**config.mk**
```make
export PLATFORM = sky130hd
export DESIGN_NAME = can_rx_error_event_tracker
export DESIGN_NICKNAME = d
export VERILOG_FILES = /design/src/sv/cert_pkg.sv /design/src/sv/can_rx_error_event_tracker.sv /design/src/sv/cert_ram.sv
export SDC_FILE = /design/constraint.sdc
export NUM_CORES = 2
export LEC_CHECK = 0
export BUFFER_PORTS_ARGS = -buffer_cell sky130_fd_sc_hd__clkbuf_2
export CAP_MARGIN = 20
export CELL_PAD_IN_SITES_DETAIL_PLACEMENT = 0
export CELL_PAD_IN_SITES_GLOBAL_PLACEMENT = 1
export CORE_ASPECT_RATIO = 0.75
export CORE_MARGIN = 2
export CORE_UTILIZATION = 53
export CTS_CLUSTER_DIAMETER = 30
export DETAILED_ROUTE_END_ITERATION = 16
export PLACE_DENSITY_LB_ADDON = 0.08
export SLEW_MARGIN = 20
export SYNTH_ARGS = -nofsm -noshare
export SYNTH_HDL_FRONTEND = slang
export SYNTH_SLANG_ARGS = --single-unit
export TNS_END_PERCENT = 10
```
**constraint.sdc**
```tcl
create_clock -name clk -period 19.1 [get_ports clk]
set_input_delay 3.82 -clock clk [delete_from_list [all_inputs] [get_ports clk]]
set_output_delay 3.82 -clock clk [all_outputs]
set_load 0.1 [all_outputs]
```
**src/sv/cert_pkg.sv**
```systemverilog
// ----------------------------------------------------------------------------
// cert_pkg
// Shared types, codes and decode helpers for the CAN receive error tracker.
// ----------------------------------------------------------------------------
package cert_pkg;

	localparam int EVENT_DEPTH = 16;
	localparam int RING_AW     = $clog2(EVENT_DEPTH);
	localparam int NUM_CNT     = 5;
	localparam int CNT_AW      = $clog2(NUM_CNT);

	localparam logic [1:0] OP_FRAME = 2'd0;
	localparam logic [1:0] OP_POP   = 2'd1;
	localparam logic [1:0] OP_CNT   = 2'd2;

	localparam logic [2:0] RK_DATA    = 3'd0;
	localparam logic [2:0] RK_LOGGED  = 3'd1;
	localparam logic [2:0] RK_INVALID = 3'd2;
	localparam logic [2:0] RK_IOERR   = 3'd3;
	localparam logic [2:0] RK_EVENT   = 3'd4;
	localparam logic [2:0] RK_EMPTY   = 3'd5;
	localparam logic [2:0] RK_COUNTER = 3'd6;

	localparam logic [3:0] EK_UNKNOWN    = 4'd0;
	localparam logic [3:0] EK_BUSOFF     = 4'd1;
	localparam logic [3:0] EK_RESTARTED  = 4'd2;
	localparam logic [3:0] EK_PASSIVE    = 4'd3;
	localparam logic [3:0] EK_WARNING    = 4'd4;
	localparam logic [3:0] EK_OVERFLOW   = 4'd5;
	localparam logic [3:0] EK_ARBLOST    = 4'd6;
	localparam logic [3:0] EK_PROTOCOL   = 4'd7;
	localparam logic [3:0] EK_CONTROLLER = 4'd8;

	localparam logic [2:0] BUS_UNKNOWN = 3'd0;
	localparam logic [2:0] BUS_ACTIVE  = 3'd1;
	localparam logic [2:0] BUS_WARNING = 3'd2;
	localparam logic [2:0] BUS_PASSIVE = 3'd3;
	localparam logic [2:0] BUS_OFF     = 3'd4;

	localparam logic [2:0] CNT_RX_FRAMES = 3'd0;
	localparam logic [2:0] CNT_RX_ERRORS = 3'd1;
	localparam logic [2:0] CNT_ERR_FRAMES = 3'd2;
	localparam logic [2:0] CNT_OVERRUNS  = 3'd3;
	localparam logic [2:0] CNT_DROPS     = 3'd4;

	localparam logic [28:0] CL_TXTIMEOUT = 29'h001;
	localparam logic [28:0] CL_LOSTARB   = 29'h002;
	localparam logic [28:0] CL_CRTL      = 29'h004;
	localparam logic [28:0] CL_PROT      = 29'h008;
	localparam logic [28:0] CL_TRX       = 29'h010;
	localparam logic [28:0] CL_BUSOFF    = 29'h040;
	localparam logic [28:0] CL_RESTARTED = 29'h100;

	localparam logic [7:0] D1_RX_OVF  = 8'h01;
	localparam logic [7:0] D1_WARN    = 8'h0C;
	localparam logic [7:0] D1_PASSIVE = 8'h30;

	typedef struct packed {
		logic [1:0]  opcode;
		logic [31:0] raw_id_word;
		logic [7:0]  raw_length;
		logic [63:0] raw_payload;
		logic        io_failed;
		logic [31:0] arrival_time;
		logic [2:0]  counter_select;
	} rx_word_t;

	typedef struct packed {
		logic [2:0]  result_kind;
		logic [28:0] frame_id;
		logic        is_extended;
		logic        is_remote;
		logic [3:0]  frame_length;
		logic [63:0] frame_payload;
		logic [3:0]  event_kind;
		logic [28:0] event_flags;
		logic [31:0] stamp;
		logic [2:0]  bus_condition;
		logic [31:0] counter_value;
	} res_word_t;

	typedef struct packed {
		logic [3:0]  kind;
		logic [28:0] flags;
		logic [31:0] stamp;
	} event_entry_t;

	localparam int ENTRY_W = $bits(event_entry_t);

	function automatic logic [3:0] classify(input logic [28:0] flags, input logic [7:0] d1);
		logic crtl;
		crtl = |(flags & CL_CRTL);
		priority if (|(flags & CL_BUSOFF))            return EK_BUSOFF;
		else if (|(flags & CL_RESTARTED))             return EK_RESTARTED;
		else if (crtl && |(d1 & D1_PASSIVE))          return EK_PASSIVE;
		else if (crtl && |(d1 & D1_WARN))             return EK_WARNING;
		else if (crtl && |(d1 & D1_RX_OVF))           return EK_OVERFLOW;
		else if (|(flags & CL_LOSTARB))               return EK_ARBLOST;
		else if (|(flags & CL_PROT))                  return EK_PROTOCOL;
		else if (|(flags & (CL_CRTL | CL_TRX | CL_TXTIMEOUT))) return EK_CONTROLLER;
		else                                          return EK_UNKNOWN;
	endfunction

	function automatic logic [2:0] next_bus(input logic [2:0] mode, input logic [3:0] kind);
		logic [2:0] nxt;
		nxt = mode;
		if (kind == EK_BUSOFF)         nxt = BUS_OFF;
		else if (kind == EK_RESTARTED) nxt = BUS_ACTIVE;
		else if (kind == EK_PASSIVE)   nxt = BUS_PASSIVE;
		else if (kind == EK_WARNING)   nxt = BUS_WARNING;
		return nxt;
	endfunction

	function automatic logic [RING_AW-1:0] ring_next(input logic [RING_AW-1:0] idx);
		if (idx == RING_AW'(EVENT_DEPTH - 1)) return '0;
		else return idx + RING_AW'(1);
	endfunction

	function automatic logic [63:0] payload_mask(input logic [3:0] len);
		logic [63:0] m;
		m = '0;
		for (int i = 0; i < 8; i++) begin
			if (4'(i) < len) m[8*i +: 8] = 8'hFF;
		end
		return m;
	endfunction

endpackage

```
**src/sv/can_rx_error_event_tracker.sv**
```systemverilog
// ----------------------------------------------------------------------------
// can_rx_error_event_tracker
// Decodes received SocketCAN words, logs error events into a ring, and
// serves event pops and statistics counter reads.
// ----------------------------------------------------------------------------
// One word per clock sustained while res_stall is low; each word's result
// passes stage register res_s1, then output register res_q. Error events sit
// in a 16-entry RAM ring (one slot kept empty); a pop reads the tail entry
// through the RAM's registered read port, feeding the word leaving res_s1.
// The bus condition, ring pointers and the five wrapping 32-bit counters
// update at acceptance, so the next word sees them at once. Opcode 3 is
// accepted and gives no result. The event RAM needs no clearing after reset.
module can_rx_error_event_tracker (
	input  logic                clk,
	input  logic                arst_n,
	input  logic                rx_valid,
	output logic                rx_stall,
	input  cert_pkg::rx_word_t  rx_word,
	output logic                res_valid,
	input  logic                res_stall,
	output cert_pkg::res_word_t res_word
);

	import cert_pkg::*;

	logic [2:0]         bus_q;
	logic [31:0]        cnt_q [NUM_CNT];
	logic [RING_AW-1:0] head_q, tail_q;

	logic               valid_s1, pop_s1;
	res_word_t          res_s1;
	logic               res_valid_q;
	res_word_t          res_q;
	res_word_t          res_out;

	logic               fire, s1_adv;
	logic               push_en, pop_en, emit;
	logic [NUM_CNT-1:0] cnt_inc;
	logic [2:0]         bus_d;
	res_word_t          res_d;
	event_entry_t       wr_entry, rd_entry;
	logic [ENTRY_W-1:0] rd_data;

	logic [28:0] flags;
	logic [7:0]  d1;
	logic [3:0]  kind;
	logic        ext;
	logic        ring_full, ring_empty;

	assign s1_adv   = !res_valid_q || !res_stall;
	assign rx_stall = valid_s1 && !s1_adv;
	assign fire     = rx_valid && !rx_stall;

	assign flags      = rx_word.raw_id_word[28:0];
	assign d1         = rx_word.raw_payload[15:8];
	assign kind       = classify(flags, d1);
	assign ext        = rx_word.raw_id_word[31];
	assign ring_full  = ring_next(head_q) == tail_q;
	assign ring_empty = head_q == tail_q;

	assign wr_entry = '{kind: kind, flags: flags, stamp: rx_word.arrival_time};

	always_comb begin
		res_d   = '0;
		cnt_inc = '0;
		push_en = 1'b0;
		pop_en  = 1'b0;
		emit    = 1'b1;
		bus_d   = bus_q;
		unique case (rx_word.opcode)
			OP_FRAME: begin
				priority if (rx_word.io_failed) begin
					cnt_inc[CNT_RX_ERRORS] = 1'b1;
					res_d.result_kind      = RK_IOERR;
				end else if (rx_word.raw_id_word[29]) begin
					cnt_inc[CNT_ERR_FRAMES] = 1'b1;
					cnt_inc[CNT_OVERRUNS]   = |(flags & CL_CRTL) && |(d1 & D1_RX_OVF);
					cnt_inc[CNT_DROPS]      = ring_full;
					push_en                 = !ring_full;
					bus_d                   = next_bus(bus_q, kind);
					res_d.result_kind       = RK_LOGGED;
					res_d.event_kind        = kind;
					res_d.event_flags       = flags;
					res_d.stamp             = rx_word.arrival_time;
				end else if (rx_word.raw_length > 8'd8) begin
					cnt_inc[CNT_RX_ERRORS] = 1'b1;
					res_d.result_kind      = RK_INVALID;
				end else begin
					cnt_inc[CNT_RX_FRAMES] = 1'b1;
					res_d.result_kind      = RK_DATA;
					res_d.frame_id         = ext ? flags : {18'd0, flags[10:0]};
					res_d.is_extended      = ext;
					res_d.is_remote        = rx_word.raw_id_word[30];
					res_d.frame_length     = rx_word.raw_length[3:0];
					res_d.frame_payload    = rx_word.raw_payload
						& payload_mask(rx_word.raw_length[3:0]);
					res_d.stamp            = rx_word.arrival_time;
				end
			end
			OP_POP: begin
				pop_en            = !ring_empty;
				res_d.result_kind = ring_empty ? RK_EMPTY : RK_EVENT;
			end
			OP_CNT: begin
				res_d.result_kind = RK_COUNTER;
				if (rx_word.counter_select < 3'(NUM_CNT))
					res_d.counter_value = cnt_q[rx_word.counter_select[CNT_AW-1:0]];
			end
			default: emit = 1'b0;
		endcase
		res_d.bus_condition = bus_d;
	end

	cert_ram #(
		.WIDTH (ENTRY_W),
		.DEPTH (EVENT_DEPTH)
	) u_event_ram (
		.clk     (clk),
		.wr_en   (fire && push_en),
		.wr_addr (head_q),
		.wr_data (wr_entry),
		.rd_en   (fire && pop_en),
		.rd_addr (tail_q),
		.rd_data (rd_data)
	);

	assign rd_entry = event_entry_t'(rd_data);

	always_ff @(posedge clk or negedge arst_n) begin
		if (!arst_n) begin
			bus_q  <= BUS_UNKNOWN;
			head_q <= '0;
			tail_q <= '0;
			for (int i = 0; i < NUM_CNT; i++) cnt_q[i] <= '0;
		end else if (fire) begin
			bus_q <= bus_d;
			if (push_en) head_q <= ring_next(head_q);
			if (pop_en)  tail_q <= ring_next(tail_q);
			for (int i = 0; i < NUM_CNT; i++) begin
				if (cnt_inc[i]) cnt_q[i] <= cnt_q[i] + 32'd1;
			end
		end
	end

	always_ff @(posedge clk or negedge arst_n) begin
		if (!arst_n) begin
			valid_s1    <= 1'b0;
			res_valid_q <= 1'b0;
		end else begin
			if (fire)        valid_s1 <= emit;
			else if (s1_adv) valid_s1 <= 1'b0;
			if (s1_adv)      res_valid_q <= valid_s1;
		end
	end

	always_comb begin
		res_out = res_s1;
		if (pop_s1) begin
			res_out.event_kind  = rd_entry.kind;
			res_out.event_flags = rd_entry.flags;
			res_out.stamp       = rd_entry.stamp;
		end
	end

	always_ff @(posedge clk) begin
		if (fire) begin
			res_s1 <= res_d;
			pop_s1 <= pop_en;
		end
		if (s1_adv && valid_s1) res_q <= res_out;
	end

	assign res_valid = res_valid_q;
	assign res_word  = res_q;

	a_stall_needs_s1: assert property (@(posedge clk) disable iff (!arst_n)
		rx_stall |-> valid_s1 && res_valid_q)
		else $error("input stalled with no held word");

	a_s1_moves_out: assert property (@(posedge clk) disable iff (!arst_n)
		valid_s1 && s1_adv |=> res_valid_q)
		else $error("stage word lost on advance");

	a_pop_moves_tail: assert property (@(posedge clk) disable iff (!arst_n)
		fire && pop_en |=> tail_q != $past(tail_q) && head_q == $past(head_q))
		else $error("pop did not advance tail alone");

	a_no_push_full: assert property (@(posedge clk) disable iff (!arst_n)
		fire && push_en |=> head_q != tail_q)
		else $error("ring overrun");

	a_bus_range: assert property (@(posedge clk) disable iff (!arst_n)
		bus_q <= BUS_OFF)
		else $error("bus condition out of range");

endmodule

```
**src/sv/cert_ram.sv**
```systemverilog
// ----------------------------------------------------------------------------
// cert_ram
// Generic single-write, single-read RAM with registered read data.
// ----------------------------------------------------------------------------
module cert_ram #(
	parameter int WIDTH = 8,
	parameter int DEPTH = 16
) (
	input  logic                     clk,
	input  logic                     wr_en,
	input  logic [$clog2(DEPTH)-1:0] wr_addr,
	input  logic [WIDTH-1:0]         wr_data,
	input  logic                     rd_en,
	input  logic [$clog2(DEPTH)-1:0] rd_addr,
	output logic [WIDTH-1:0]         rd_data
);

	logic [WIDTH-1:0] mem_q [DEPTH];

	always_ff @(posedge clk) begin
		if (wr_en) mem_q[wr_addr] <= wr_data;
		if (rd_en) rd_data <= mem_q[rd_addr];
	end

endmodule
```
==> flow_metrics.py <==
metrics = {
    "status": {
        "status": "completed",
    },
    "drt": {
        "drt.antenna.violating_nets": 0,
        "post-route-drc-count": 0,
        "via_per_inst": 5.909,
        "drtIter0Drc": 3302,
        "vias": 32450,
        "wire_per_inst_um": 27.44,
        "drtPass1Iterations": 6,
        "routed_wl_mm": 150.7,
    },
    "finish": {
        "stdcell_count": 5491,
        "nNetsFinal": 3822,
        "drive_above_1_share_pct": 33.49,
        "multi_input_area_mm2": 0.01437,
        "fill_cells": 8076,
        "regArea_mm2": 0.04968,
        "postLayoutCellArea_mm2": 0.07762,
        "area_growth_pct": 20.34,
    },
    "synthesis": {
        "netlist_top_cells_count": "edfxtp_1, mux4_2, dfrtp_1",
        "yosysWarnings": 0,
        "synth_top_area_cell": "edfxtp_1",
        "async_flop_share_pct": 10.28,
        "ys_top_cells_by_area": "edfxtp_1, mux4_2, dfrtp_1, and2_1, xnor2_1",
        "yosysSeqAreaShare_pct": 77.01,
        "synthFlopType": "edfxtp_1",
        "syn_area_per_cell_um2": 20.76,
        "synth-edff-count": 1510,
        "synth_most_common_cell": "edfxtp_1",
        "netlist_instances": 3107,
        "syn_area_mm2": 0.06450,
        "synth_fp_nets": 3267,
        "synthDistinctLibCells": 50,
        "ys_seq_elements": 1683,
        "netlist.area_leader.share_pct": 70.30,
    },
    "floorplanning": {
        "die_area_mm2": 0.1245,
        "die_w_um": 406.8,
        "rows": 110,
        "start_util_pct": 53.56,
        "core_mm2": 0.1204,
        "boundaryPins": 350,
        "die_h_um": 306.1,
    },
    "timing": {
        "setup_viol": 0,
        "fin_crit_sh_pct": 45.71,
        "worstMarginPinSlew_ns": 1.126,
        "final_max_slew_viol_count": 0,
        "fmax_mhz": 114.5,
        "finalHoldViolCount": 0,
        "rsz0062_at_grt": "false",
        "period_needed_ns": 8.731,
        "tns_ns": 0,
        "skew_ns": 0.03631,
        "max-slew-margin-rel_pct": 24.55,
    },
    "setup_path": {
        "crit_required_ns": 15.28,
        "crit_fanout": 9,
        "startpoint_type": "input pin",
        "rr_worst_depth": 7,
        "cp.arrival_ns": 4.91,
        "cp-end-kind": "output pin",
        "worst-setup-path-type": "input pin to output pin",
    },
    "placement": {
        "place_congestion": 0.8219,
        "port_buffers": 349,
        "hpwl_mm": 82.53,
        "place_inst": 4999,
        "placed_area_mm2": 0.06839,
    },
    "clock_network": {
        "ctsHoldBuffers": 0,
        "numCtsBuffers": 283,
        "root_buffer": "clkbuf_16",
        "cts_tree": "done",
        "clock_latency_ns": 0.88,
        "clock_sinks": 1683,
        "cts.clk_slew.worst_paths_ns": 0.05,
        "clockBufferDepth": 4,
        "cts_resized": 0,
        "htree_levels": 5,
        "post_cts_buffers": 0,
    },
    "global_routing": {
        "track_usage_pct": 24.66,
        "grt_pass1_wl_mm": 222.0,
        "grt_max_degree": 126,
        "grt.overflow.total": 0,
        "grt_pass1_vias": 33670,
        "antenna_found_initial": 7,
    },
    "pwr": {
        "totalPowerFinal_mw": 11.01,
        "power.leakage_nw": 27.23,
        "peakVddDrop_uv": 102.8,
        "power_density_mw_per_mm2": 141.8,
    },
    "run": {
        "max_cap_violations": 0,
    },
    "min_path": {
        "hold_path_class": "register to register",
        "hold-path-cell-count": 0,
    },
}
## layout by cell type, fill, tap and decap left out, types with 10 or more instances in the layout
cell / synthesis / final
nor2_1: 73 / 60
a21oi_1: 12 / 11
xnor2_1: 106 / 106
nand2_1: 70 / 69
clkbuf_16: 0 / 287
clkinvlp_4: 0 / 25
clkinv_2: 0 / 28
and4_1: 15 / 15
and2_1: 150 / 150
dfrtp_1: 173 / 170
inv_6: 0 / 23
mux2_2: 72 / 72
nor4_1: 25 / 23
nor2_4: 0 / 13
clkinv_1: 0 / 38
edfxtp_1: 1510 / 1510
clkinv_4: 0 / 14
clkbuf_2: 0 / 349
bufinv_16: 0 / 33
mux4_2: 357 / 357
nand3_1: 66 / 66
buf_4: 0 / 53
nor3_1: 43 / 36
o21ai_0: 10 / 10
clkbuf_1: 69 / 33
nand4_1: 47 / 47
inv_1: 32 / 30
xor2_1: 57 / 57
ha_1: 14 / 14
and3_1: 48 / 47
a22oi_1: 32 / 32
## flip-flops by register name, summed over array words and instances (netlist names), 4 cells and up
name and cells:
head_q 4, cnt_q 160, res_s1 65, u_event_ram.rd_data 65, u_event_ram.mem_q 1040, tail_q 4
res_word 202, res_out 137
## routing by layer
| metal | wire length, um | global-route usage, % |
|---|---|---|
| met1 | 64730 | 36.12 |
| met2 | 72790 | 37.87 |
| met3 | 9896 | 4.914 |
| met4 | 3258 | 7.743 |
| met5 | 12 | 0 |
## kinds of logic after synthesis
| group | count (synthesis) | share of synthesized area, % |
|---|---|---|
| mux | 430 | 13.74 |
| buf+inv | 168 | 1.005 |
| flops | 1683 | 77.01 |
| xor+xnor | 163 | 2.213 |
| compound gates | 78 | 0.8322 |
| fa+ha+maj | 14 | 0.2716 |
| simple gates | 571 | 4.925 |
## worst paths after layout
| check | slack [ns] | endpoint | start |
|---|---|---|---|
| worst max-delay path | 10.37 | rx_stall | res_stall |
| worst min-delay path | 0.41 | res_word[186] | res_out[186] |
| worst max register to register | 14.48 | u_event_ram.mem_q[11][55] | tail_q[1] |
| worst min register to register | 0.41 | res_word[186] | res_out[186] |
| max in group asynchronous | 14.40 | tail_q[0] | arst_n |
| min in group asynchronous | 3.08 | cnt_q[86] | arst_n |
## report_power, final
group,internal (mW),leakage [nW],switching [mW]
Clock,3.20,4.42,1.67
Sequential,4.20,16.2,0.142
Combinational,0.799,6.58,0.987
## critical path: stages
cell and delay [ns]:
clkbuf_2 0.13, nand3_1 0.27, inv_1 0.21, clkbuf_2 0.48
## metrics by stage
step | hold slack, ns | setup slack (ns) | util (%)
global route | 0.4102 | 10.33 | 64.45
floorplan | 0.4003 | 5.433 | -
CTS | 0.4090 | 10.38 | 64.40
detailed placement | 0.4045 | 10.38 | 56.79
finish | 0.4109 | 10.37 | 64.45
global placement | 0.4012 | 10.39 | 56.78
## area by class of cell
cell class | instances | area share [%]
sequential | 1683 | 64.01
multi-input combinational | 1256 | 18.52
clock buffer | 324 | 9.483
timing repair buffer | 406 | 2.865
tap | 1624 | 2.618
clock inverter | 163 | 2.329
inverter | 32 | 0.1676
antenna | 3 | 0.009672
Power figures use the tool's default switching activity.
